==> src/rtl/core/ppi_pkg.sv <==
`default_nettype none
package ppi_pkg;

   localparam int SLOT_COUNT = 64;
   localparam int SLOT_W     = $clog2(SLOT_COUNT);
   localparam int CNT_W      = SLOT_W + 1;
   localparam int FIFO_DEPTH = 2;
   localparam int FIFO_PW    = $clog2(FIFO_DEPTH);

   // register indexes on the csr port
   localparam logic [2:0] CSR_EMISSION_RATE = 3'd0;
   localparam logic [2:0] CSR_LIFESPAN      = 3'd1;
   localparam logic [2:0] CSR_INV_LIFESPAN  = 3'd2;
   localparam logic [2:0] CSR_GRAVITY_X     = 3'd3;
   localparam logic [2:0] CSR_GRAVITY_Y     = 3'd4;
   localparam logic [2:0] CSR_GRAVITY_Z     = 3'd5;
   localparam logic [2:0] CSR_EMITTING      = 3'd6;
   localparam logic [2:0] CSR_RUNNING       = 3'd7;

   typedef struct packed {
      logic [30:0]        emission_rate;
      logic [30:0]        lifespan;
      logic [30:0]        inv_lifespan;
      logic signed [31:0] gravity_x;
      logic signed [31:0] gravity_y;
      logic signed [31:0] gravity_z;
      logic               emitting_enable;
      logic               running_enable;
   } cfg_type;

   // one classified tick, handed from front to back
   typedef struct packed {
      logic [20:0]        dt;
      logic signed [31:0] ex;
      logic signed [31:0] ey;
      logic [SLOT_W-1:0]  start;
      logic [CNT_W-1:0]   num;
      logic [47:0]        birth;
      logic [47:0]        now;
      logic               running;
   } tick_type;

   // one slot as kept in the slot memory
   typedef struct packed {
      logic               used;
      logic [47:0]        birth;
      logic signed [31:0] vz;
      logic signed [31:0] vy;
      logic signed [31:0] vx;
      logic signed [31:0] pz;
      logic signed [31:0] py;
      logic signed [31:0] px;
   } slot_type;

   localparam int SLOT_BITS = $bits(slot_type);

   function automatic logic signed [31:0] sat32(input logic signed [37:0] v);
      logic signed [31:0] r;
      if (v > 38'sd2147483647) r = 32'sh7FFFFFFF;
      else if (v < -38'sd2147483648) r = 32'sh80000000;
      else r = $signed(v[31:0]);
      return r;
   endfunction

endpackage
`default_nettype wire

==> src/rtl/core/ppi_tick_fifo.sv <==
`default_nettype none
module ppi_tick_fifo (
   input  logic              clock,
   input  logic              reset,
   input  logic              push_valid,
   output logic              push_ready,
   input  ppi_pkg::tick_type push_data,
   output logic              pop_valid,
   input  logic              pop_ready,
   output ppi_pkg::tick_type pop_data
);
   import ppi_pkg::*;

   tick_type           entry_ff [FIFO_DEPTH];
   logic [FIFO_PW-1:0] wr_ff, rd_ff;
   logic [FIFO_PW:0]   fill_ff;
   logic               do_push, do_pop;

   assign push_ready = (fill_ff != (FIFO_PW+1)'(FIFO_DEPTH));
   assign pop_valid  = (fill_ff != '0);
   assign pop_data   = entry_ff[rd_ff];
   assign do_push    = push_valid & push_ready;
   assign do_pop     = pop_valid & pop_ready;

   always_ff @(posedge clock) begin
      if (reset) begin
         wr_ff   <= '0;
         rd_ff   <= '0;
         fill_ff <= '0;
      end else begin
         if (do_push) wr_ff <= (wr_ff == FIFO_PW'(FIFO_DEPTH-1)) ? '0 : wr_ff + 1'b1;
         if (do_pop) rd_ff <= (rd_ff == FIFO_PW'(FIFO_DEPTH-1)) ? '0 : rd_ff + 1'b1;
         fill_ff <= fill_ff + (FIFO_PW+1)'(do_push) - (FIFO_PW+1)'(do_pop);
      end
   end

   always_ff @(posedge clock) begin
      if (do_push) entry_ff[wr_ff] <= push_data;
   end
endmodule
`default_nettype wire

==> config.mk <==
export PLATFORM = sky130hd
export DESIGN_NAME = ppi_tick_fifo
export DESIGN_NICKNAME = d
export VERILOG_FILES = /design/src/rtl/core/ppi_pkg.sv /design/src/rtl/core/ppi_tick_fifo.sv
export SDC_FILE = /design/constraint.sdc
export NUM_CORES = 1
export LEC_CHECK = 0
export ABC_AREA = 1
export BUFFER_PORTS_ARGS = -buffer_cell sky130_fd_sc_hd__buf_2
export CAP_MARGIN = 20
export CORE_UTILIZATION = 53
export DETAILED_ROUTE_END_ITERATION = 10
export PLACE_DENSITY = 0.84
export SLEW_MARGIN = 20
export SYNTH_ARGS = -nofsm -noshare
export SYNTH_HDL_FRONTEND = slang
export SYNTH_SLANG_ARGS = --single-unit
==> constraint.sdc <==
create_clock -name clock -period 15.6 [get_ports clock]
set_input_delay 3.12 -clock clock [delete_from_list [all_inputs] [get_ports clock]]
set_output_delay 3.12 -clock clock [all_outputs]
set_load 0.1 [all_outputs]
==> results.md <==
* YS warnings at 0
* Min-Delay Path Class: register to register
* Vias per Instance at 5.09
* Area grow syn2layout at 24.3%
* Asr flop ratio synth at 0%
* Final wirelength at 29,400 um
* Most used DFF post-synth: edfxtp_1
* CP arrival at 3580 ps
* Final net count at 1,267
* Ports at 396
* Fin crit period at 6700 ps
* Global-route usage over all layers at 19.9%
* Clock Pin Slew Worst Setup and Hold Paths at 60 ps
* Die Y at 170 um
* WL per Instance at 19.8 um
* Overflow left after global routing at 0
* Startpoint types: register
* Share of layout cells above drive strength 1 at 59.9%
* Clock buffer count from CTS at 39
* Multi-input gate area at 0.00288 mm2
* Worst r2r src: fill_ff[0]$_SDFF_PP0_
* R2r endpoint: entry_ff[0][103]$_DFFE_PP_
* CTS Buffer Depth at 3
* Antenna violations before repair at 13
* Crit-path cells: buf_4 > buf_4 > mux2_4 > buf_2
* Core area at 0.0278 mm2
* Status: complete, no violations
* PnR worst setup slack at 8900 ps
* Largest net degree at the start of global routing at 82
* Least-Margin Pin Slew at 1070 ps
* FF+latch count, synth at 395
* CP max stage cell: dfxtp_4
* Initial core utilization at 53.7%
* Area contributors post-synth: edfxtp_1 (78%), mux2_4 (15%), mux2_2 (3.4%)
* # DRC at 0
* EDFF count, synth at 390
* Vias in the first global route at 7,637
* Resized cells post-CTS at 0
* Max incr delay on CP at 880 ps
* Layout fillers at 1,887
* Detailed Routing Iterations Pass 1 at 4
* Setup bufs post-CTS at 0
* Root buffer cell: clkbuf_16
* Slew headroom at 28.5%
* Avg Cell Area, Syn at 23.2 um2
* Sequential area share after synthesis at 79.1%
* Share of the synthesized area in the top cell type at 78.5%
* Max frequency at 149 MHz
* Die Wd at 170 um
* Fin crit share at 42.9%
* H-tree depth at 2
* CTS tree: yes
* Register area at 0.0118 mm2
* Worst Setup Path Type: register to output pin
* Via count at 7,545
* Mapped Nets at 843
* Dpl hpwl at 20,200 um
* Gate Count Post-Synth at 643
* Max cap viols at 0
* Fin. max-slew vios at 0
* CTS Sinks at 395
* CP required at 12,480 ps
* R2r worst-path depth at 6
* Crit Path Max Fanout at 53
* First-pass GRT wire length at 42,600 um
* RSZ-0062 raised after global routing: false
* Most frequent CP cell: buf_4
* ANT nets after route at 0
* CTS Hold Bufs at 0
* Placement Setup Slack at 9410 ps
* Reg2reg setup slack at 12,220 ps
* CP Capture Type: output pin
* Gpl congestion at 0.759
* Max Clock Skew at 8.24 ps
* Yosys cell types at 14
* Die ar. at 0.0288 mm2
* I/O Buffers at 395
* DR iter-0 viols at 470
* Setup_tns at 0 ps
* Row count at 61
* Post-synth top cells: edfxtp_1 (390), mux2_4 (150), mux2_2 (45)
* Fin. Hold Viols at 0
* Worst Hold Margin at 508 ps
* Yosys top cell by area: edfxtp_1
* Cell Area, Synth at 0.0149 mm2
* Worst-skew pair later-pin latency at 510 ps
* Top-count cell post-synth: edfxtp_1
* Final setup fails at 0
* CP endpoint: pop_data[111]
-- kinds of logic after synthesis --
family	after synthesis	share of synthesized area [%]
flops	395	79.1
mux	195	18.5
buf+inv	30	1.69
simple gates	19	0.494
compound gates	2	0.0671
xor+xnor	1	0.0587
fa+ha+maj	1	0.0838
-- placed cells by master, fill, tap and decap left out, drive strengths merged --
master,synthesis,routed
nor3,1,1
inv,8,8
edfxtp,390,390
diode,0,9
mux2,195,195
dfxtp,5,5
bufinv,0,3
ha,1,1
clkbuf,0,49
a21oi,2,2
nand2,8,8
nand3,1,1
xnor2,1,1
buf,22,405
clkinvlp,0,2
clkinv,0,16
nor2,9,9
-- state kept, by name (all words and copies together), names as in the netlist, named ones only --
name	flops
fill_ff	2
entry_ff	390
rd_ff	1
wr_ff	1
-- per-stage QoR --
step | utilization [%] | instance area, um2 | std cells
detailed placement | 62.2 | 17300 | 1404
finish | 66.8 | 18600 | 1483
floorplan | - | 14900 | 643
global placement | 62.0 | 17200 | 1402
CTS | 66.7 | 18500 | 1474
global route | 66.8 | 18500 | 1480
-- worst max-delay path, delay by kind of cell (launching register included) --
kind     cells  cell delay [ps]
flops        1              880
mux          1              290
buf+inv      3             1820
-- worst min-delay path by stage --
stage                                   from                 end  cells past startpoint
final                     rd_ff$_SDFFE_PP0P_            register                      2
after global routing      rd_ff$_SDFFE_PP0P_  rd_ff$_SDFFE_PP0P_                      2
after CTS                 rd_ff$_SDFFE_PP0P_            register                      2
after detailed placement  rd_ff$_SDFFE_PP0P_            register                      2
after global placement    rd_ff$_SDFFE_PP0P_            register                      2
after floorplan           rd_ff$_SDFFE_PP0P_            register                      2
-- final cells by class --
| cell class | count | area share [%] |
|---|---|---|
| repair buffers | 405 | 11.3 |
| multi-input cells | 218 | 15.5 |
| clock buffers | 49 | 5.75 |
| clock inverters | 21 | 0.958 |
| well taps | 378 | 2.55 |
| inverters | 8 | 0.162 |
| flip-flops and latches | 395 | 63.7 |
| diodes | 9 | 0.121 |
-- per-layer routing --
| layer | part of all wire [%] | GRT usage [%] | vias up |
|---|---|---|---|
| li1 | - | - | 3413 |
| met2 | 53 | 35.1 | 287 |
| met1 | 36 | 22.5 | 3759 |
| met5 | 0.17 | 0 | - |
| met3 | 7.0 | 5.16 | 78 |
| met4 | 4.1 | 9.67 | 8 |
Power is left out: the tool's default activity adds up to more than one toggle a clock period on the data nets, which glitch-free logic cannot reach.
