--- src/rtl/core/ppi_pkg.sv ---
`default_nettype none
package ppi_pkg;

   localparam int SLOT_COUNT = 64;
   localparam int SLOT_W     = $clog2(SLOT_COUNT);
   localparam int CNT_W      = SLOT_W + 1;
   localparam int FIFO_DEPTH = 2;
   localparam int FIFO_PW    = $clog2(FIFO_DEPTH);

   // register indexes on the csr port
   localparam logic [2:0] CSR_EMISSION_RATE = 3'd0;
   localparam logic [2:0] CSR_LIFESPAN      = 3'd1;
   localparam logic [2:0] CSR_INV_LIFESPAN  = 3'd2;
   localparam logic [2:0] CSR_GRAVITY_X     = 3'd3;
   localparam logic [2:0] CSR_GRAVITY_Y     = 3'd4;
   localparam logic [2:0] CSR_GRAVITY_Z     = 3'd5;
   localparam logic [2:0] CSR_EMITTING      = 3'd6;
   localparam logic [2:0] CSR_RUNNING       = 3'd7;

   typedef struct packed {
      logic [30:0]        emission_rate;
      logic [30:0]        lifespan;
      logic [30:0]        inv_lifespan;
      logic signed [31:0] gravity_x;
      logic signed [31:0] gravity_y;
      logic signed [31:0] gravity_z;
      logic               emitting_enable;
      logic               running_enable;
   } cfg_type;

   // one classified tick, handed from front to back
   typedef struct packed {
      logic [20:0]        dt;
      logic signed [31:0] ex;
      logic signed [31:0] ey;
      logic [SLOT_W-1:0]  start;
      logic [CNT_W-1:0]   num;
      logic [47:0]        birth;
      logic [47:0]        now;
      logic               running;
   } tick_type;

   // one slot as kept in the slot memory
   typedef struct packed {
      logic               used;
      logic [47:0]        birth;
      logic signed [31:0] vz;
      logic signed [31:0] vy;
      logic signed [31:0] vx;
      logic signed [31:0] pz;
      logic signed [31:0] py;
      logic signed [31:0] px;
   } slot_type;

   localparam int SLOT_BITS = $bits(slot_type);

   function automatic logic signed [31:0] sat32(input logic signed [37:0] v);
      logic signed [31:0] r;
      if (v > 38'sd2147483647) r = 32'sh7FFFFFFF;
      else if (v < -38'sd2147483648) r = 32'sh80000000;
      else r = $signed(v[31:0]);
      return r;
   endfunction

endpackage
`default_nettype wire

--- src/rtl/core/ppi_front.sv ---
`default_nettype none
module ppi_front (
   input  logic              clock,
   input  logic              reset,
   input  logic              req_tvalid,
   output logic              req_tready,
   input  logic [87:0]       req_tdata,
   input  ppi_pkg::cfg_type  cfg,
   output logic              push_valid,
   input  logic              push_ready,
   output ppi_pkg::tick_type push_data
);
   import ppi_pkg::*;

   localparam logic [1:0] F_IDLE = 2'd0;
   localparam logic [1:0] F_MUL  = 2'd1;
   localparam logic [1:0] F_PUSH = 2'd2;

   logic [1:0]         state_ff, state_in;
   logic [20:0]        dt_ff;
   logic signed [31:0] ex_ff, ey_ff;
   logic [51:0]        prod_ff;
   logic [47:0]        accum_ff, accum_in;
   logic [SLOT_W-1:0]  next_ff, next_in;
   logic [47:0]        time_ff, time_in;
   logic               emit;
   logic [31:0]        count;
   logic [CNT_W-1:0]   num;
   logic [47:0]        time_adv;

   assign req_tready = (state_ff == F_IDLE);
   assign push_valid = (state_ff == F_PUSH);

   // emission count and time advance for the held tick
   always_comb begin
      emit     = cfg.emitting_enable & cfg.running_enable;
      accum_in = accum_ff + {12'd0, prod_ff[51:16]};
      count    = accum_in[47:16] - accum_ff[47:16];
      if (!emit) num = '0;
      else if (count >= 32'(SLOT_COUNT)) num = CNT_W'(SLOT_COUNT);
      else num = count[CNT_W-1:0];
      time_adv = time_ff + {27'd0, dt_ff};
      next_in  = next_ff + count[SLOT_W-1:0];
      time_in  = cfg.running_enable ? time_adv : time_ff;
   end

   always_comb begin
      push_data.dt      = dt_ff;
      push_data.ex      = ex_ff;
      push_data.ey      = ey_ff;
      push_data.start   = next_ff;
      push_data.num     = num;
      push_data.birth   = time_ff;
      push_data.now     = time_in;
      push_data.running = cfg.running_enable;
   end

   always_comb begin
      state_in = state_ff;
      unique case (state_ff)
         F_IDLE: if (req_tvalid) state_in = F_MUL;
         F_MUL: state_in = F_PUSH;
         F_PUSH: if (push_ready) state_in = F_IDLE;
         default: state_in = F_IDLE;
      endcase
   end

   always_ff @(posedge clock) begin
      if (reset) begin
         state_ff <= F_IDLE;
         accum_ff <= '0;
         next_ff  <= '0;
         time_ff  <= '0;
      end else begin
         state_ff <= state_in;
         if (push_valid && push_ready) begin
            time_ff <= time_in;
            if (emit) begin
               accum_ff <= accum_in;
               next_ff  <= next_in;
            end
         end
      end
   end

   // payload capture and emission rate product
   always_ff @(posedge clock) begin
      if (req_tvalid && req_tready) begin
         dt_ff <= req_tdata[20:0];
         ex_ff <= $signed(req_tdata[52:21]);
         ey_ff <= $signed(req_tdata[84:53]);
      end
      if (state_ff == F_MUL) prod_ff <= dt_ff * cfg.emission_rate;
   end
endmodule
`default_nettype wire

--- config.mk ---
export PLATFORM = sky130hd
export DESIGN_NAME = ppi_front
export DESIGN_NICKNAME = d
export VERILOG_FILES = /design/src/rtl/core/ppi_pkg.sv /design/src/rtl/core/ppi_front.sv
export SDC_FILE = /design/constraint.sdc
export NUM_CORES = 2
export LEC_CHECK = 0
export ABC_AREA = 1
export BUFFER_PORTS_ARGS = -buffer_cell sky130_fd_sc_hd__buf_2
export CORE_UTILIZATION = 55
export CTS_CLUSTER_SIZE = 16
export DETAILED_ROUTE_END_ITERATION = 6
export PLACE_DENSITY = 0.8
export SETUP_SLACK_MARGIN = 0.15
export SKIP_CTS_REPAIR_TIMING = 1
export SYNTH_ARGS = -nofsm -noshare
export SYNTH_HDL_FRONTEND = slang
export SYNTH_SLANG_ARGS = --single-unit
--- constraint.sdc ---
create_clock -name clock -period 6.8 [get_ports clock]
set_clock_uncertainty 0.1 [all_clocks]
set_input_delay 0.68 -clock clock [delete_from_list [all_inputs] [get_ports clock]]
set_output_delay 0.68 -clock clock [all_outputs]
set_load 0.01 [all_outputs]
==> run_results.csv <==
group,metric,value,unit
run_status,outcome,"finished clean",
setup_path,worstPathRequired,6990,ps
global_routing,grt_pass1_wl,179.6,mm
synth,synthCells,4905,
synth,syn_area_per_cell,7.424,µm²
setup_path,max_stage_delay,570,ps
floorplan,core-area,64930,µm²
sta,tightest_slew,1331,ps
global_routing,antenna_found_initial,17,
setup_path,crit_start,"dt_ff[3]$_DFFE_PP_",
setup_path,worstPathCellList,"buf_6, buf_12, nand2_1, inv_1, fa_1, fa_1, inv_1, fa_1, inv_1, fa_1, fa_1, fa_1, fa_1, ha_1, nand2_1, nor2_2, nand2_2, nor3_4, nor2_2, o221ai_2, nand3_2, o21ai_2, xor2_1",
sta,hold_violations,0,
clock_network,numCtsBuffers,23,
setup_path,cp_data_arrival_time,6760,ps
sta,min_period_over_period,96.71,%
min_path,min_to,"ex_ff[5]$_DFFE_PP_",
floorplan,pin_count,480,
synth,muxShareOfSynthArea,0,%
detailed_routing,drt-total-wl,116.9,mm
final_layout,layout_common_cells,"1330 x inv_1, 1262 x nand2_1, 545 x fa_1, 318 x buf_2, 234 x ha_1",
setup_path,crit_type,"reg -> reg",
detailed_routing,wl_per_cell,18.82,µm
min_path,min_path_cells,1,
setup_path,critPathLaunchType,"flop",
detailed_routing,via_count,33210,
final_layout,layout.nets,6402,
synth,synth_cell_type_count,49,
detailed_routing,first_iter_violations,2714,
clock_network,clock_sinks,224,
setup_path,regToRegEndpoint,"prod_ff[45]$_DFFE_PN_",
sta,min_period,6576,ps
place,place_congestion,0.9812,
synth,ys_ff_latch,224,
synth,synth-async-reset-ratio,0,%
global_routing,grt_max_degree,83,
global_routing,grt_pass1_vias,33450,
synth,ys_seq_area_share,15.64,%
clock_network,clk_pin_slew_worst_paths,70,ps
global_routing,grt_usage,34.57,%
floorplan,fp-row-count,93,
setup_path,crit_path_max_fanout,13,
synth,synth_fa_ha_area_share,38.92,%
setup_path,crit_path_top_delay_cell,"fa_1",
final_layout,synthToLayoutAreaGrowth,15.56,%
detailed_routing,drc_errors,0,
synth,synth-xor-area-share,2.886,%
global_routing,globalRouteOverflowTotal,0,
synth,ys.warnings.count,0,
synth,synth_top_family_by_area,"adder cells",
job,drv_cap,0,
clock_network,cts_buffer_depth,3,
sta,setup_tns,0,ps
setup_path,worst_setup_path_end_kind,"flop",
detailed_routing,dr.pass1.iters,5,
floorplan,die_h,259.3,µm
synth,syn_area,36410,µm²
setup_path,worstReg2RegStart,"dt_ff[3]$_DFFE_PP_",
sta,rsz0062_at_grt,"yes",
detailed_routing,postRouteAntennaNets,0,
floorplan,die_w,259.3,µm
clock_network,clk_latency,550,ps
place,port_buffers,318,
synth,yosys.area_share.simple,20.07,%
clock_network,root_buffer,"clkbuf_16",
setup_path,r2r_slack,220,ps
final_layout,layout_commonest_cell,"inv_1",
sta,drv_slew,0,
clock_network,cts_tree,"done",
synth,yosys_most_used_dff,"edfxtp_1",
sta,slew_headroom,10.31,%
synth,synth_edf_count,121,
min_path,hp-class,"in -> reg",
setup_path,crit_top_cell,"fa_1",
sta,setup_viol,0,
clock_network,htreeDepth,1,
final_layout,final_layout_size_suffix_gt1_share,14.55,%
floorplan,initial_core_util,56.08,%
min_path,min-delay-start,"req_tdata[26]",
place,dp_hpwl,95.29,mm
setup_path,reg2reg_depth,23,
detailed_routing,via_per_inst,5.349,
synth,syn_nets,5990,
floorplan,die-area,67240,µm²
synth,synth_compound_area_share,6.889,%
sta,fmax,152.1,MHz
through the flow:
stage / cells / cell area [µm²] / utilization (%) / hold WS (ps) / worst slack, ps
after floorplan: 4905 / 36420 / - / 334.1 / 168.0
after global placement: 6118 / 40290 / 62.05 / 348.2 / -263.4
after detailed placement: 6118 / 40290 / 62.05 / 356.5 / -371.3
after CTS: 6159 / 41030 / 63.18 / 187.6 / -80.15
after global routing: 6191 / 42040 / 64.74 / 195.6 / -7.874
final: 6208 / 42080 / 64.81 / 204.8 / 223.7
worst max path at each step:
| stage | end | slack (ps) | cells after the start |
|---|---|---|---|
| 3_3_place_gp | prod_ff[48]$_DFFE_PN_ | -260 | 21 |
| 2_1_floorplan | prod_ff[40]$_DFFE_PN_ | 170 | 21 |
| 5_1_grt | prod_ff[46]$_DFFE_PN_ | -8 | 27 |
| 3_5_place_dp | prod_ff[48]$_DFFE_PN_ | -370 | 24 |
| 6_report | prod_ff[45]$_DFFE_PN_ | 220 | 23 |
| 4_1_cts | prod_ff[48]$_DFFE_PN_ | -80 | 22 |
cells by family (layout without fill, tap and decap cells):
group / Yosys count / in the layout
simple gates: 1790 / 1790
compound gates: 458 / 458
other cells: 0 / 20
buf+inv: 1511 / 1939
flops: 224 / 224
fa+ha+maj: 802 / 802
xor+xnor: 120 / 120
routing by layer:
metal / vias up / wire (µm) / track usage [%]
met3: 365 / 12120 / 7.459
met2: 1620 / 53950 / 57.39
met5: - / 38 / 0
met1: 15900 / 43650 / 42.18
met4: 6 / 7099 / 18.17
li1: 15320 / - / -
synthesized netlist by cell type, types with 37 or more instances:
master	count	share of area [%]
nor2_1	240	2.5
o21ai_0	166	2.3
clkbuf_1	153	1.6
a21oi_1	203	2.8
ha_1	251	8.6
nand2_1	1283	13
fa_1	551	30
inv_1	1335	14
dfxtp_1	103	5.7
xor2_1	76	1.8
edfxtp_1	121	10
xnor2_1	44	1.1
nand3_1	97	1.3
nor3_1	37	0.51
sequential cells by signal (all words and copies together) (netlist names):
signal,cells
next_ff,6
prod_ff,36
dt_ff,21
ex_ff,32
ey_ff,32
accum_ff,47
time_ff,48
state_ff,2
cell type report:
class / count / area [µm²]
Antenna cell: 20 / 50.05
Timing Repair Buffer: 552 / 3840
Fill cell: 5486 / 22850
Multi-Input combinational cell: 3170 / 25640
Sequential cell: 224 / 5695
Clock buffer: 24 / 579.3
Tap cell: 855 / 1070
Inverter: 1346 / 5052
Clock inverter: 17 / 155.1
worst max-delay path, delay by kind of cell, from the launching register on:
family	cells	cell delay [ps]
AO/OA/AOI/OAI	2	410
XOR/XNOR	1	90
adder cells (fa/ha/maj)	8	3880
buffers and inverters	5	440
flip-flops	1	430
AND/OR/NAND/NOR	7	960
Power is not shown: default switching activity piles up to over one toggle a cycle in this logic, so the estimate is an artifact.
